$ cat config.mk
export PLATFORM = sky130hd
export DESIGN_NAME = uart_fifo_pair_with_flow_control
export DESIGN_NICKNAME = d
export VERILOG_FILES = /design/src/rtl/ufc_pkg.sv /design/src/rtl/ufc_ram.sv /design/src/rtl/ufc_ctrl.sv /design/src/rtl/ufc_dp.sv /design/src/rtl/uart_fifo_pair_with_flow_control.sv
export SDC_FILE = /design/constraint.sdc
export NUM_CORES = 1
export LEC_CHECK = 0
export ABC_AREA = 0
export BUFFER_PORTS_ARGS = -buffer_cell sky130_fd_sc_hd__clkbuf_2
export CAP_MARGIN = 20
export CORE_MARGIN = 2
export CORE_UTILIZATION = 40
export DETAILED_ROUTE_END_ITERATION = 7
export PLACE_DENSITY = 0.54
export SLEW_MARGIN = 20
export SYNTH_ARGS = -nofsm -noshare
export SYNTH_HDL_FRONTEND = slang
export SYNTH_SLANG_ARGS = --single-unit
$ cat constraint.sdc
create_clock -name clk_i -period 4.8 [get_ports clk_i]
set_clock_uncertainty 0.2 [all_clocks]
set_input_delay 0.96 -clock clk_i [delete_from_list [all_inputs] [get_ports clk_i]]
set_output_delay 0.96 -clock clk_i [all_outputs]
set_load 0.01 [all_outputs]
$ cat src/rtl/ufc_pkg.sv
package ufc_pkg;

  // Default queue depths
  localparam int unsigned TX_DEPTH_DEF = 64;
  localparam int unsigned RX_DEPTH_DEF = 64;

  // Field widths
  localparam int unsigned REQ_W    = 3;
  localparam int unsigned BYTE_W   = 8;
  localparam int unsigned STATUS_W = 3;
  localparam int unsigned FILL_W   = 7;
  localparam int unsigned MARK_W   = 7;

  // Configuration port
  localparam int unsigned CFG_IDX_W  = 2;
  localparam int unsigned CFG_DATA_W = 7;

  localparam logic [CFG_IDX_W-1:0] CFG_HIGH_MARK = 2'd0;
  localparam logic [CFG_IDX_W-1:0] CFG_LOW_MARK  = 2'd1;
  localparam logic [CFG_IDX_W-1:0] CFG_HS_EN     = 2'd2;

  localparam logic [MARK_W-1:0] HIGH_MARK_RST = 7'd48;
  localparam logic [MARK_W-1:0] LOW_MARK_RST  = 7'd16;

  // Request codes
  typedef enum logic [REQ_W-1:0] {
    REQ_PUT      = 3'd0,
    REQ_SLOT     = 3'd1,
    REQ_RECV     = 3'd2,
    REQ_GET      = 3'd3,
    REQ_FLUSH_TX = 3'd4,
    REQ_FLUSH_RX = 3'd5
  } req_e;

  // Result status codes
  typedef enum logic [STATUS_W-1:0] {
    STAT_OK       = 3'd0,
    STAT_TX_FULL  = 3'd1,
    STAT_RX_EMPTY = 3'd2,
    STAT_RX_ERR   = 3'd3,
    STAT_TX_EMPTY = 3'd4,
    STAT_RTS_HOLD = 3'd5,
    STAT_RX_OVF   = 3'd6
  } status_e;

  // Controller states
  typedef enum logic [1:0] {
    ST_IDLE = 2'b01,
    ST_EXEC = 2'b10
  } state_e;

  // Commands from controller to datapath
  typedef struct packed {
    logic latch;   // capture the accepted input transaction
    logic commit;  // apply the operation and load the result register
  } cmd_t;

endpackage

$ cat src/rtl/ufc_ram.sv
module ufc_ram #(
  parameter int unsigned WIDTH = 8,
  parameter int unsigned DEPTH = 64
) (
  input  logic                     clk_i,
  input  logic                     we_i,
  input  logic [$clog2(DEPTH)-1:0] waddr_i,
  input  logic [WIDTH-1:0]         wdata_i,
  input  logic [$clog2(DEPTH)-1:0] raddr_i,
  output logic [WIDTH-1:0]         rdata_o
);

  logic [WIDTH-1:0] mem_q [DEPTH];
  logic [WIDTH-1:0] rdata_q;

  // Write port
  always_ff @(posedge clk_i) begin
    if (we_i) begin
      mem_q[waddr_i] <= wdata_i;
    end
  end

  // Registered read port
  always_ff @(posedge clk_i) begin
    rdata_q <= mem_q[raddr_i];
  end

  assign rdata_o = rdata_q;

endmodule

$ cat src/rtl/ufc_ctrl.sv
module ufc_ctrl
  import ufc_pkg::*;
(
  input  logic clk_i,
  input  logic rst_ni,
  input  logic in_valid_i,
  output logic in_stall_o,
  output logic out_valid_o,
  input  logic out_stall_i,
  output cmd_t cmd_o
);

  state_e state_q, state_d;
  logic   out_valid_q, out_valid_d;
  logic   out_free;

  // Output register is free when empty or being taken this cycle
  assign out_free   = !out_valid_q || !out_stall_i;
  assign in_stall_o = (state_q != ST_IDLE);

  // Sequence one transaction: capture, then commit once the result slot frees
  always_comb begin
    state_d      = state_q;
    cmd_o.latch  = 1'b0;
    cmd_o.commit = 1'b0;
    out_valid_d  = out_valid_q && out_stall_i;
    unique case (state_q)
      ST_IDLE: begin
        if (in_valid_i) begin
          cmd_o.latch = 1'b1;
          state_d     = ST_EXEC;
        end
      end
      ST_EXEC: begin
        if (out_free) begin
          cmd_o.commit = 1'b1;
          out_valid_d  = 1'b1;
          state_d      = ST_IDLE;
        end
      end
      default: begin
        state_d = ST_IDLE;
      end
    endcase
  end

  always_ff @(posedge clk_i or negedge rst_ni) begin
    if (!rst_ni) begin
      state_q     <= ST_IDLE;
      out_valid_q <= 1'b0;
    end else begin
      state_q     <= state_d;
      out_valid_q <= out_valid_d;
    end
  end

  assign out_valid_o = out_valid_q;

endmodule

$ cat src/rtl/ufc_dp.sv
module ufc_dp
  import ufc_pkg::*;
#(
  parameter int unsigned TX_DEPTH = TX_DEPTH_DEF,
  parameter int unsigned RX_DEPTH = RX_DEPTH_DEF
) (
  input  logic                  clk_i,
  input  logic                  rst_ni,
  input  cmd_t                  cmd_i,
  input  logic [REQ_W-1:0]      req_type_i,
  input  logic [BYTE_W-1:0]     data_byte_i,
  input  logic                  rx_error_i,
  input  logic                  rts_ready_i,
  input  logic                  cfg_we_i,
  input  logic [CFG_IDX_W-1:0]  cfg_index_i,
  input  logic [CFG_DATA_W-1:0] cfg_data_i,
  output logic [STATUS_W-1:0]   status_o,
  output logic [BYTE_W-1:0]     out_byte_o,
  output logic                  line_send_o,
  output logic                  host_valid_o,
  output logic                  cts_level_o,
  output logic [FILL_W-1:0]     tx_fill_o,
  output logic [FILL_W-1:0]     rx_fill_o,
  output logic                  tx_active_o
);

  localparam int unsigned TX_PTR_W = $clog2(TX_DEPTH);
  localparam int unsigned RX_PTR_W = $clog2(RX_DEPTH);
  localparam int unsigned TX_CNT_W = $clog2(TX_DEPTH + 1);
  localparam int unsigned RX_CNT_W = $clog2(RX_DEPTH + 1);
  localparam int unsigned TX_EXT_W = (TX_CNT_W > FILL_W) ? TX_CNT_W : FILL_W;
  localparam int unsigned RX_EXT_W = (RX_CNT_W > MARK_W) ? RX_CNT_W : MARK_W;

  localparam logic [TX_PTR_W-1:0] TX_LAST = TX_PTR_W'(TX_DEPTH - 1);
  localparam logic [RX_PTR_W-1:0] RX_LAST = RX_PTR_W'(RX_DEPTH - 1);
  localparam logic [TX_CNT_W-1:0] TX_FULL = TX_CNT_W'(TX_DEPTH);
  localparam logic [RX_CNT_W-1:0] RX_FULL = RX_CNT_W'(RX_DEPTH);

  // Captured input transaction
  logic [REQ_W-1:0]  req_q;
  logic [BYTE_W-1:0] data_q;
  logic              err_q;
  logic              rts_q;

  // Queue state
  logic [TX_PTR_W-1:0] tx_head_q, tx_head_d, tx_tail_q, tx_tail_d;
  logic [TX_CNT_W-1:0] tx_cnt_q, tx_cnt_d;
  logic                tx_run_q, tx_run_d;
  logic [RX_PTR_W-1:0] rx_head_q, rx_head_d, rx_tail_q, rx_tail_d;
  logic [RX_CNT_W-1:0] rx_cnt_q, rx_cnt_d;
  logic                cts_q, cts_d;

  // Configuration
  logic [MARK_W-1:0] high_mark_q, low_mark_q;
  logic              hs_en_q;

  // Operation results
  status_e           status_d;
  logic [BYTE_W-1:0] obyte_d;
  logic              lsend_d, hvalid_d;
  logic              tx_we, rx_we;
  logic [BYTE_W-1:0] tx_rdata, rx_rdata;
  logic [TX_EXT_W-1:0] tx_cnt_ext;
  logic [RX_EXT_W-1:0] rx_cnt_ext, high_ext, low_ext;

  // Result register
  logic [STATUS_W-1:0] status_q;
  logic [BYTE_W-1:0]   obyte_q;
  logic                lsend_q, hvalid_q, cts_out_q, run_out_q;
  logic [FILL_W-1:0]   tx_fill_q, rx_fill_q;

  // Byte stores, read at the head pointer every cycle
  ufc_ram #(.WIDTH(BYTE_W), .DEPTH(TX_DEPTH)) u_tx_ram (
    .clk_i   (clk_i),
    .we_i    (tx_we),
    .waddr_i (tx_tail_q),
    .wdata_i (data_q),
    .raddr_i (tx_head_q),
    .rdata_o (tx_rdata)
  );

  ufc_ram #(.WIDTH(BYTE_W), .DEPTH(RX_DEPTH)) u_rx_ram (
    .clk_i   (clk_i),
    .we_i    (rx_we),
    .waddr_i (rx_tail_q),
    .wdata_i (data_q),
    .raddr_i (rx_head_q),
    .rdata_o (rx_rdata)
  );

  // Capture the input transaction
  always_ff @(posedge clk_i) begin
    if (cmd_i.latch) begin
      req_q  <= req_type_i;
      data_q <= data_byte_i;
      err_q  <= rx_error_i;
      rts_q  <= rts_ready_i;
    end
  end

  assign high_ext = RX_EXT_W'(high_mark_q);
  assign low_ext  = RX_EXT_W'(low_mark_q);

  // Apply the captured request to the queues
  always_comb begin
    tx_head_d = tx_head_q;
    tx_tail_d = tx_tail_q;
    tx_cnt_d  = tx_cnt_q;
    tx_run_d  = tx_run_q;
    rx_head_d = rx_head_q;
    rx_tail_d = rx_tail_q;
    rx_cnt_d  = rx_cnt_q;
    cts_d     = cts_q;
    status_d  = STAT_OK;
    obyte_d   = '0;
    lsend_d   = 1'b0;
    hvalid_d  = 1'b0;
    tx_we     = 1'b0;
    rx_we     = 1'b0;
    rx_cnt_ext = RX_EXT_W'(rx_cnt_q);
    unique case (req_e'(req_q))
      REQ_PUT: begin
        if (tx_cnt_q >= TX_FULL) begin
          status_d = STAT_TX_FULL;
        end else begin
          tx_we     = cmd_i.commit;
          tx_tail_d = (tx_tail_q == TX_LAST) ? '0 : tx_tail_q + 1'b1;
          tx_cnt_d  = tx_cnt_q + 1'b1;
          tx_run_d  = 1'b1;
        end
      end
      REQ_SLOT: begin
        if (!rts_q) begin
          status_d = STAT_RTS_HOLD;
        end else if (tx_cnt_q == '0) begin
          tx_run_d = 1'b0;
          status_d = STAT_TX_EMPTY;
        end else begin
          obyte_d   = tx_rdata;
          tx_head_d = (tx_head_q == TX_LAST) ? '0 : tx_head_q + 1'b1;
          tx_cnt_d  = tx_cnt_q - 1'b1;
          lsend_d   = 1'b1;
        end
      end
      REQ_RECV: begin
        if (err_q) begin
          status_d = STAT_RX_ERR;
        end else if (rx_cnt_q >= RX_FULL) begin
          status_d = STAT_RX_OVF;
        end else begin
          rx_we      = cmd_i.commit;
          rx_tail_d  = (rx_tail_q == RX_LAST) ? '0 : rx_tail_q + 1'b1;
          rx_cnt_d   = rx_cnt_q + 1'b1;
          rx_cnt_ext = RX_EXT_W'(rx_cnt_d);
          if (hs_en_q && (rx_cnt_ext >= high_ext)) begin
            cts_d = 1'b0;
          end
        end
      end
      REQ_GET: begin
        if (rx_cnt_q == '0) begin
          status_d = STAT_RX_EMPTY;
        end else begin
          obyte_d    = rx_rdata;
          rx_head_d  = (rx_head_q == RX_LAST) ? '0 : rx_head_q + 1'b1;
          rx_cnt_d   = rx_cnt_q - 1'b1;
          hvalid_d   = 1'b1;
          rx_cnt_ext = RX_EXT_W'(rx_cnt_d);
          if (hs_en_q) begin
            if (rx_cnt_ext <= low_ext) begin
              cts_d = 1'b1;
            end else if (rx_cnt_ext >= high_ext) begin
              cts_d = 1'b0;
            end
          end
        end
      end
      REQ_FLUSH_TX: begin
        tx_head_d = '0;
        tx_tail_d = '0;
        tx_cnt_d  = '0;
        tx_run_d  = 1'b0;
      end
      REQ_FLUSH_RX: begin
        // An empty ring is always at or below the low mark
        rx_head_d  = '0;
        rx_tail_d  = '0;
        rx_cnt_d   = '0;
        rx_cnt_ext = '0;
        cts_d      = 1'b1;
      end
      default: begin
      end
    endcase
    if (!hs_en_q) begin
      cts_d = 1'b1;
    end
  end

  assign tx_cnt_ext = TX_EXT_W'(tx_cnt_d);

  // Queue state and configuration
  always_ff @(posedge clk_i or negedge rst_ni) begin
    if (!rst_ni) begin
      tx_head_q   <= '0;
      tx_tail_q   <= '0;
      tx_cnt_q    <= '0;
      tx_run_q    <= 1'b0;
      rx_head_q   <= '0;
      rx_tail_q   <= '0;
      rx_cnt_q    <= '0;
      cts_q       <= 1'b1;
      high_mark_q <= HIGH_MARK_RST;
      low_mark_q  <= LOW_MARK_RST;
      hs_en_q     <= 1'b1;
    end else if (cfg_we_i) begin
      priority if (cfg_index_i == CFG_HIGH_MARK) begin
        high_mark_q <= cfg_data_i;
      end else if (cfg_index_i == CFG_LOW_MARK) begin
        low_mark_q <= cfg_data_i;
      end else if (cfg_index_i == CFG_HS_EN) begin
        hs_en_q <= cfg_data_i[0];
        if (!cfg_data_i[0]) begin
          cts_q <= 1'b1;
        end
      end else begin
      end
    end else if (cmd_i.commit) begin
      tx_head_q <= tx_head_d;
      tx_tail_q <= tx_tail_d;
      tx_cnt_q  <= tx_cnt_d;
      tx_run_q  <= tx_run_d;
      rx_head_q <= rx_head_d;
      rx_tail_q <= rx_tail_d;
      rx_cnt_q  <= rx_cnt_d;
      cts_q     <= cts_d;
    end
  end

  // Load the result register
  always_ff @(posedge clk_i) begin
    if (cmd_i.commit) begin
      status_q  <= status_d;
      obyte_q   <= obyte_d;
      lsend_q   <= lsend_d;
      hvalid_q  <= hvalid_d;
      cts_out_q <= cts_d;
      tx_fill_q <= tx_cnt_ext[FILL_W-1:0];
      rx_fill_q <= rx_cnt_ext[FILL_W-1:0];
      run_out_q <= tx_run_d;
    end
  end

  // Report fill after this step for every request type
  always_comb begin
    rx_fill_o = rx_fill_q;
  end

  assign status_o     = status_q;
  assign out_byte_o   = obyte_q;
  assign line_send_o  = lsend_q;
  assign host_valid_o = hvalid_q;
  assign cts_level_o  = cts_out_q;
  assign tx_fill_o    = tx_fill_q;
  assign tx_active_o  = run_out_q;

endmodule

$ cat src/rtl/uart_fifo_pair_with_flow_control.sv
// UART transmit and receive queue pair with RTS/CTS flow control.
// Input channel (in_valid_i / in_stall_o) carries one request transaction:
// host put, transmitter slot, line byte received, host get, or a flush of
// either queue. Every request yields exactly one result transaction on the
// output channel (out_valid_o / out_stall_i) with status, the dequeued byte,
// send/valid flags, the CTS level and both fill levels after the step.
// A request accepted on the input channel is captured in the datapath; its
// result is loaded into the output register once that register frees. A new
// request is stalled until the previous one commits. The registered read port
// of the byte stores is sampled at the head pointer at capture, used at commit.
// If the receiver stalls, the finished result holds in the output register;
// the next request is still taken and waits in the datapath until the output
// register frees, while further requests are stalled.
// Reset clears pointers, counts and the running flag, sets CTS ready and
// loads the marks 48 and 16 with handshake enabled. The byte stores are not
// cleared; the counts never let an unwritten entry be read.
// Configuration writes (cfg_we_i) are taken at any edge and must be issued
// only while no request is in flight.
module uart_fifo_pair_with_flow_control
  import ufc_pkg::*;
#(
  parameter int unsigned TX_DEPTH = TX_DEPTH_DEF,
  parameter int unsigned RX_DEPTH = RX_DEPTH_DEF
) (
  input  logic                  clk_i,
  input  logic                  rst_ni,
  input  logic                  in_valid_i,
  output logic                  in_stall_o,
  input  logic [REQ_W-1:0]      req_type_i,
  input  logic [BYTE_W-1:0]     data_byte_i,
  input  logic                  rx_error_i,
  input  logic                  rts_ready_i,
  output logic                  out_valid_o,
  input  logic                  out_stall_i,
  output logic [STATUS_W-1:0]   status_o,
  output logic [BYTE_W-1:0]     out_byte_o,
  output logic                  line_send_o,
  output logic                  host_valid_o,
  output logic                  cts_level_o,
  output logic [FILL_W-1:0]     tx_fill_o,
  output logic [FILL_W-1:0]     rx_fill_o,
  output logic                  tx_active_o,
  input  logic                  cfg_we_i,
  input  logic [CFG_IDX_W-1:0]  cfg_index_i,
  input  logic [CFG_DATA_W-1:0] cfg_data_i
);

  cmd_t cmd;

  // Transaction sequencing
  ufc_ctrl u_ctrl (
    .clk_i       (clk_i),
    .rst_ni      (rst_ni),
    .in_valid_i  (in_valid_i),
    .in_stall_o  (in_stall_o),
    .out_valid_o (out_valid_o),
    .out_stall_i (out_stall_i),
    .cmd_o       (cmd)
  );

  // Queues, flow control and result register
  ufc_dp #(
    .TX_DEPTH (TX_DEPTH),
    .RX_DEPTH (RX_DEPTH)
  ) u_dp (
    .clk_i        (clk_i),
    .rst_ni       (rst_ni),
    .cmd_i        (cmd),
    .req_type_i   (req_type_i),
    .data_byte_i  (data_byte_i),
    .rx_error_i   (rx_error_i),
    .rts_ready_i  (rts_ready_i),
    .cfg_we_i     (cfg_we_i),
    .cfg_index_i  (cfg_index_i),
    .cfg_data_i   (cfg_data_i),
    .status_o     (status_o),
    .out_byte_o   (out_byte_o),
    .line_send_o  (line_send_o),
    .host_valid_o (host_valid_o),
    .cts_level_o  (cts_level_o),
    .tx_fill_o    (tx_fill_o),
    .rx_fill_o    (rx_fill_o),
    .tx_active_o  (tx_active_o)
  );

endmodule
==> flow_metrics.tcl, run 1 <==
set metrics [dict create \
    status "finished, final reports clean" \
    antenna_found_initial 1 \
    p_sw_mw 5.591 \
    detail_route.vias_per_cell 5.651 \
    rsz0062_at_grt "no" \
    hold_viol 0 \
    grt.overflow.total 0 \
    nNetsFinal 2396 \
    drv_slew 0 \
    yosysSeqAreaShare_pct 74.77 \
    clkSinkCount 1140 \
    start_util_pct 40.22 \
    finalCriticalPeriod_ps 3759 \
    io_buffers 57 \
    dr.pass1.iters 5 \
    synth_top_area_share_pct 70.84 \
    cp.required_ps 4910 \
    maxCapViolations 0 \
    async_reset_ff_share_pct 5.088 \
    drtAntennaViolNets 0 \
    cts.path.max_buffers 3 \
    fmax_mhz 266.0 \
    cts_resized 0 \
    critPathKind "register to register" \
    fp.dieH_um 340.1 \
    pwr-share-comb_pct 13.5 \
    drive_above_1_share_pct 26.35 \
    synth_edf_count 1066 \
    drt-total-wl_mm 108.0 \
    rows 123 \
    leakagePower_nw 15.77 \
    finalCritPeriodShare_pct 78.32 \
    peakVddDrop_mv 0.3402 \
    die_width_um 340.1 \
    grt_pass1_vias 22500 \
    cts.hold.buffers_added 0 \
    path_clk_slew_ps 60 \
    grt_pass1_wl_mm 159.3 \
    syn_area_per_cell_um2 20.25 \
    clk_latency_ps 690 \
    finalPower_mw 22.97 \
    seqPwrFrac_pct 49.3 \
    synth_area_leaders "edfxtp_1 (71%), mux4_2 (16%), dfrtp_1 (2.9%)" \
    ios 58 \
    startpoint_type "register" \
    cts_root_buf "clkbuf_16" \
    whs_ps 87.27 \
    coreArea_mm2 0.1123 \
    netlist_area_mm2 0.04519 \
    p_int_mw 17.37 \
    setup_viol 0 \
    grt_start_max_net_pins 129 \
    hp-class "primary input to async pin" \
    dominantRegCellSynth "edfxtp_1" \
    fin_setup_tns_ps 0 \
    ys_ff_latch 1140 \
    grt_usage_pct 18.71 \
    cts_setup_buffers 0 \
    fillers 9480 \
    die-area_mm2 0.1157 \
    drc_errors 0 \
    pwr-share-clk_pct 37.2 \
    worst_pin_slew_ps 1077 \
    relSlewSlack_pct 28.21 \
    critical_path_arrival_ps 3870 \
    synth_largest_area_cell "edfxtp_1" \
    via_count 22250 \
    cts_tree "done" \
    synth_common_cells "edfxtp_1 (1066), mux4_2 (312), nor2_1 (156), clkbuf_1 (73), nand2_1 (62)" \
    syn_inst 2232 \
    synth_most_common_cell "edfxtp_1" \
    ys_warn_count 0 \
    cts_buffers 113 \
    critPathCaptureType "register" \
    worst-path-max-fanout 13 \
    synth_nets 2287 \
    netSwitchingFraction_pct 24.35 \
    routabilityCongestion 0.8410 \
    dp_hpwl_mm 66.76 \
    pwr_density_cell_mw_per_mm2 449.8 \
    wl_per_cell_um 27.43 \
    yosysUniqueCellTypes 64 \
    syn2layout_area_growth_pct 12.99 \
    htreeDepth 3 \
    drt_iter0_markers 2255 \
]
## logic make-up after synthesis
kind of cell / synth area share (%)
xor+xnor: 0.2520
buf+inv: 1.371
mux: 16.13
flops: 74.77
compound gates: 2.622
simple gates: 4.078
fa+ha+maj: 0.7753
## stage by stage
step / util, % / area [µm²] / setup slack (ps) / cells
finish: 45.45 / 51060 / 1041 / 3937
global route: 45.45 / 51060 / 879.0 / 3936
CTS: 45.45 / 51060 / 1075 / 3936
detailed placement: 42.26 / 47480 / 878.6 / 3726
global placement: 42.26 / 47480 / 975.1 / 3726
floorplan: - / 45190 / 1269 / 2232
## power groups by stage
stage	logic (mW)	clock network, mW	registers, mW
finish	3.10	8.55	11.3
detailed placement	3.16	0	11.5
global route	3.35	9.13	11.3
global placement	3.13	0	11.5
CTS	3.16	8.75	11.3
floorplan	2.21	0	11.5
## metal layers
metal	track usage, %	up-vias	part of all wire (%)
met1	26.61	11910	43
li1	-	9431	-
met2	30.02	741	49
met3	2.798	170	5.1
met4	5.736	0	3.0
met5	0	-	0
## sequential cells by signal, indices dropped and copies added (netlist names), 8 cells and up
name	cells
u_dp.u_tx_ram.rdata_o	8
u_dp.u_tx_ram.mem_q	512
u_dp.out_byte_o	8
u_dp.u_rx_ram.mem_q	512
u_dp.u_rx_ram.rdata_o	8
u_dp.data_q	8
## path summary, 6_finish.rpt
kind                                                  start                                   end  slack, ps  depth (start not counted)
worst max-delay path                u_dp.req_q[1]$_DFFE_PP_  u_dp.u_tx_ram.mem_q[41][7]$_DFFE_PP_       1040                          5
worst max register to register      u_dp.req_q[1]$_DFFE_PP_  u_dp.u_tx_ram.mem_q[41][7]$_DFFE_PP_       1040                          5
min in group clk_i                           data_byte_i[2]              u_dp.data_q[2]$_DFFE_PP_        250                          1
worst min register to register  u_dp.low_ext[3]$_DFFE_PN0P_           u_dp.low_ext[3]$_DFFE_PN0P_        320                          1
max in group asynchronous                            rst_ni         u_dp.tx_head_q[1]$_DFFE_PN0P_       3300                          2
worst min-delay path                                 rst_ni          u_dp.high_ext[0]$_DFFE_PN0P_         90                          1
## critical path: stages, from the launching register on
cell and delay [ps]:
edfxtp_1 590, nor4_1 300, buf_4 200, and3_1 530, nand3_1 680, nor2_1 860
## cell usage in the layout (no fill, tap or decap), drive strengths merged, types with 6 or more instances in the layout
master and instances:
mux2 19, nand2b 10, mux4 312, a22o 8
a211oi 14, and2 6, a21oi 36, nand4 11
nand3b 13, bufinv 8, o22ai 11, nand3 34
dfrtp 52, a22oi 26, dfstp 6, inv 36
ha 28, dfxtp 16, nand2 62, and3 8
clkinv 52, clkbuf 195, a21o 6, edfxtp 1066
nor3 20, nor2b 27, or3 12, nor2 156
xor2 8, buf 54, o21ai 53, clkinvlp 9
## area by class of cell
class	count	area [µm²]	share of cell area, %
flip-flops and latches	1140	33810	66.21
multi-input cells	942	10800	21.14
clock buffers	139	2987	5.849
well taps	1500	1877	3.676
repair buffers	110	870.8	1.705
clock inverters	71	590.6	1.157
inverters	34	130.1	0.2548
diodes	1	2.502	0.004901
Note: power is estimated with default switching activity, not from simulation.
==> inputs of run 2 (changes only) <==
Clock period 4.8 ns to 3.75 ns, I/O delays scaled along.
==> run 2 against run 1 <==
Against the previous run:
- register-to-register slack worse by 490 ps
- final cell count increased by 3.5%
- global-route usage is 0.40 points lower
- power increased by 31%
- sequential share of layout area is 1.7 points lower
- sequential cell count did not move
- setup slack lost 490 ps
- final area up 2.6%
- via count increased by 0.40%
- non-clock buffer count increased by 138
- utilization rose by 1.2 points
- largest cell class unchanged
==> flow_metrics.tcl, run 2 (same netlist as run 1, synthesis figures left out) <==
set metrics [dict create \
    drive_above_1_share_pct 30.09 \
    grt_usage_pct 18.30 \
    drt-total-wl_mm 105.9 \
    seqCellArea_mm2 0.03381 \
    start_util_pct 40.22 \
    coreArea_mm2 0.1123 \
    cts_tree "done" \
    dr.pass1.iters 5 \
    critPathCaptureType "register" \
    die-area_mm2 0.1157 \
    fillers 9443 \
    detail_route.vias_per_cell 5.480 \
    path_clk_slew_ps 60 \
    rsz0062_at_grt "no" \
    dp_slack_ps 492.8 \
    multi_input_area_mm2 0.01079 \
    grt_start_max_net_pins 129 \
    fp.dieH_um 340.1 \
    critPathKind "register to register" \
    drt_iter0_markers 2057 \
    die_width_um 340.1 \
    wl_per_cell_um 25.98 \
    r2r_end "u_dp.cts_level_o$_DFFE_PP_" \
    htreeDepth 3 \
    clk_latency_ps 690 \
    final_common_cell "edfxtp_1" \
    leakagePower_nw 16.63 \
    hp-start "rts_ready_i" \
    peakVddDrop_mv 0.4263 \
    final_cell_mix "edfxtp_1 (1066), mux4_2 (312), buf_4 (167)" \
    ios 58 \
    setup_viol 0 \
    hold_end "u_dp.rts_q$_DFFE_PP_" \
    rows 123 \
    nNetsFinal 2536 \
    status "finished, final reports clean" \
    io_buffers 57 \
    grt_pass1_wl_mm 156.5 \
    pwr_density_cell_mw_per_mm2 572.0 \
    r2r_slack_ps 550 \
    reg_top3 "u_dp.u_rx_ram.mem_q (512), u_dp.u_tx_ram.mem_q (512)" \
    relSlewSlack_pct 28.36 \
    worst-path-max-fanout 7 \
    drc_errors 0 \
    clkSinkCount 1140 \
    finalCriticalPeriod_ps 3200 \
    worst_slack_ps 549.5 \
    cts.path.max_buffers 3 \
    hold_viol 0 \
    fmax_mhz 312.5 \
    fin_setup_tns_ps 0 \
    holdPathStages 1 \
    routabilityCongestion 0.8510 \
    cts_buffers 115 \
    grt_pass1_vias 23060 \
    syn2layout_area_growth_pct 15.95 \
    rr_startpoint "u_dp.rx_cnt_q[1]$_DFFE_PN0P_" \
    maxCapViolations 0 \
    via_count 22340 \
    r2r_cells 11 \
    grt.overflow.total 0 \
    critical_path_arrival_ps 3410 \
    cts_root_buf "clkbuf_16" \
    drv_slew 0 \
    startpoint_type "register" \
    antenna_found_initial 1 \
    drtAntennaViolNets 0 \
    whs_ps 43.79 \
    crit_start "u_dp.rx_cnt_q[1]$_DFFE_PN0P_" \
    worst_pin_slew_ps 1075 \
    finalCritPeriodShare_pct 85.35 \
    dp_hpwl_mm 67.60 \
    n_antenna_cell 0 \
    cp.required_ps 3960 \
    hp-class "primary input to register" \
]
[run 2: cell count changes in the layout (fill, tap and decap cells not counted), moves of 2 or more]
cell	change
buf_12	+7
clkbuf_16	+3
clkinvlp_4	-4
clkbuf_1	+2
buf_4	+129
clkbuf_8	-4
clkinv_2	-5
bufinv_16	+8
clkinv_1	+3
[run 2: timing repair]
item                                   4_1_cts  5_1_grt
hold buffers                                 1        0
buffers inserted                             0        0
endpoints found under the hold margin       28        0
resized for setup                            0        0
[run 2: power by group]
| part | leakage [nW] | internal (mW) | switching, mW |
|---|---|---|---|
| clock | 1.84 | 6.79 | 4.71 |
| sequential | 10.5 | 14.2 | 0.339 |
| combinational | 4.34 | 1.91 | 2.04 |
[run 2: worst max path at each step]
stage / depth (start not counted) / slack (ps) / to
4_1_cts: 11 / 570 / u_dp.cts_level_o$_DFFE_PP_
3_3_place_gp: 6 / 510 / u_dp.u_tx_ram.mem_q[16][5]$_DFFE_PP_
6_report: 11 / 550 / u_dp.cts_level_o$_DFFE_PP_
3_5_place_dp: 7 / 490 / u_dp.u_rx_ram.mem_q[32][0]$_DFFE_PP_
2_1_floorplan: 7 / 430 / u_dp.u_rx_ram.mem_q[39][0]$_DFFE_PP_
5_1_grt: 11 / 340 / u_dp.cts_level_o$_DFFE_PP_
[run 2: area by class of cell]
| cell class | count | area share (%) |
|---|---|---|
| timing repair buffer | 248 | 3.825 |
| clock inverter | 72 | 1.471 |
| sequential | 1140 | 64.52 |
| inverter | 34 | 0.2483 |
| multi-input combinational | 942 | 20.60 |
| tap | 1500 | 3.582 |
| clock buffer | 140 | 5.752 |
[run 2: per-stage QoR]
step                cells  instance area (µm²)  total power [mW]  utilization (%)
floorplan            2232                45190             17.49                -
global placement     3862                48590             18.76            43.25
detailed placement   3862                48590             18.81            43.25
CTS                  4075                52380             30.32            46.63
global route         4076                52400             31.05            46.64
finish               4076                52400             29.97            46.64
[run 2: metal layers]
layer | GRT usage, % | vias up | wire (µm)
met5 | 0 | - | 0
met4 | 5.204 | 0 | 2670
met3 | 2.346 | 156 | 4788
met2 | 30.16 | 629 | 52650
met1 | 25.75 | 11860 | 45780
li1 | - | 9690 | -
[run 2: worst max-delay path, cell delays in order (launching register included)]
cell      delay [ps]
dfrtp_1          400
inv_1            100
ha_1             230
or3b_1           510
or3_1            450
nand2_1          130
ha_1             160
nand4_1          130
a21oi_1          160
a211oi_1          70
o21ai_0          250
o21ai_0          140
==> inputs of run 3 (changes only) <==
Settings changed: CORE_UTILIZATION 40 to 35, PLACE_DENSITY 0.54 to 0.48.
==> run 3 against run 2 <==
Against the previous run:
- sequential power is essentially flat
- sequential cell count is the same
- critical endpoint unchanged
- clock power is essentially flat
- maximum frequency shrank 2.6%
- setup slack lost 85 ps
- final area grew 0.64%
- power grew 0.83%
==> flow_metrics.tcl, run 3 (same netlist as run 1, synthesis figures left out) <==
set metrics [dict create \
    status "finished, final reports clean" \
    final_cell_mix "edfxtp_1 (1066), mux4_2 (312), buf_4 (164)" \
    drv_slew 0 \
    grt_start_max_net_pins 129 \
    drc_errors 0 \
    cts_setup_buffers 0 \
    antenna_found_initial 2 \
    rows 131 \
    io_buffers 57 \
    p_sw_mw 7.328 \
    startpoint_type "register" \
    die-area_mm2 0.1320 \
    fmax_mhz 304.3 \
    dpl.cell_count 4016 \
    pwr-share-comb_pct 13.4 \
    coreArea_mm2 0.1278 \
    nNetsFinal 2543 \
    path_depth 10 \
    clkSinkCount 1140 \
    grt_pass1_wl_mm 161.5 \
    hp-class "primary input to register" \
    fillers 11250 \
    fin_setup_tns_ps 0 \
    path_cells "inv_1 -> ha_1 -> or3b_1 -> or3_1 -> nand2_1 -> ha_1 -> a211oi_1 -> o211ai_1 -> and3_1 -> o21ai_0" \
    via_count 22210 \
    cts_tree "done" \
    dp_hpwl_mm 68.60 \
    leakagePower_nw 16.69 \
    hold_viol 0 \
    cts.hold.buffers_added 15 \
    path_clk_slew_ps 60 \
    drtAntennaViolNets 0 \
    cts_resized 0 \
    start_util_pct 35.35 \
    reg_top3 "u_dp.u_rx_ram.mem_q (512), u_dp.u_tx_ram.mem_q (512)" \
    path_delay_family "simple AND/OR/NAND/NOR gates" \
    dr.pass1.iters 7 \
    final_area_mm2 0.05273 \
    r2r_cells 10 \
    final_common_cell "edfxtp_1" \
    drive_above_1_share_pct 29.92 \
    maxCapViolations 0 \
    drt-total-wl_mm 109.8 \
    cp.required_ps 4110 \
    worst-path-max-fanout 7 \
    worst_pin_slew_ps 1052 \
    finalCritPeriodShare_pct 87.62 \
    cp.buffers_inverters 1 \
    cts_root_buf "clkbuf_16" \
    path_common_cell "ha_1" \
    pwr_density_cell_mw_per_mm2 573.1 \
    critical_path_arrival_ps 3640 \
    grt_usage_pct 16.70 \
    die_width_um 363.3 \
    clk_latency_ps 730 \
    finalCriticalPeriod_ps 3286 \
    routabilityCongestion 0.8301 \
    fp.dieH_um 363.3 \
    detail_route.vias_per_cell 5.222 \
    netSwitchingFraction_pct 24.25 \
    post_dp_cell_area_mm2 0.04869 \
    p_int_mw 22.89 \
    critPathKind "register to register" \
    rsz0062_at_grt "no" \
    drt_iter0_markers 1836 \
    peakVddDrop_mv 0.3905 \
    grt.overflow.total 0 \
    setup_viol 0 \
    cts.path.max_buffers 3 \
    syn2layout_area_growth_pct 16.69 \
    grt_pass1_vias 23440 \
    cp_slowest_stage_delay_ps 530 \
    relSlewSlack_pct 29.83 \
    seqPwrFrac_pct 48.0 \
    fin_cells 4253 \
    ios 58 \
    pwr-share-clk_pct 38.6 \
    wl_per_cell_um 25.83 \
    finalPower_mw 30.22 \
    cts_buffers 116 \
    htreeDepth 3 \
    crit_slowest_cell "or3b_1" \
    holdPathStages 3 \
    critPathCaptureType "register" \
]
run 3: layout make-up:
class / instances / area (µm²) / share of cell area (%)
sequential: 1140 / 33810 / 64.11
clock inverter: 76 / 783.3 / 1.485
inverter: 34 / 130.1 / 0.2468
tap: 1662 / 2079 / 3.944
timing repair buffer: 254 / 2049 / 3.887
antenna: 1 / 2.502 / 0.004746
clock buffer: 144 / 3079 / 5.839
multi-input combinational: 942 / 10800 / 20.48
run 3: power by group through the flow:
stage	clock, mW	combinational (mW)	sequential [mW]
after floorplan	0	2.83	14.7
after global placement	0	4.07	14.8
after detailed placement	0	4.11	14.8
after CTS	12.0	4.13	14.5
after global routing	12.4	4.38	14.5
final	11.7	4.04	14.5
run 3: worst paths after layout:
kind	start	to	slack, ps
setup / recovery	u_dp.rx_cnt_q[1]$_DFFE_PN0P_	u_dp.cts_level_o$_DFFE_PP_	460
hold / removal	cfg_data_i[1]	u_dp.high_ext[1]$_DFFE_PN0P_	60
setup reg to reg	u_dp.rx_cnt_q[1]$_DFFE_PN0P_	u_dp.cts_level_o$_DFFE_PP_	460
hold reg to reg	u_dp.low_ext[3]$_DFFE_PN0P_	u_dp.low_ext[3]$_DFFE_PN0P_	310
max in group asynchronous	rst_ni	u_dp.tx_head_q[0]$_DFFE_PN0P_	2060
min in group asynchronous	rst_ni	u_dp.rx_tail_q[3]$_DFFE_PN0P_	490
run 3: metal layers:
| layer | global-route usage (%) | share of wire [%] | routed length, µm | vias to the layer above |
|---|---|---|---|---|
| met4 | 4.857 | 2.7 | 2988 | 0 |
| li1 | - | - | - | 9716 |
| met1 | 21.89 | 43 | 46820 | 11800 |
| met5 | 0 | 0 | 0 | - |
| met3 | 2.664 | 4.0 | 4438 | 174 |
| met2 | 28.72 | 51 | 55590 | 519 |
run 3: worst min-delay path: stages:
cell and delay [ps]:
clkbuf_2 100, nand2_1 40, o21ai_0 50
run 3: through the flow:
stage                     setup slack, ps  util [%]  hold WS [ps]
after floorplan                     429.0         -         254.4
after global placement              417.5     38.08         296.6
after detailed placement            422.6     38.08         294.4
after CTS                           489.3     41.22         7.986
after global routing                270.5     41.24         36.30
final                               464.1     41.25         58.83
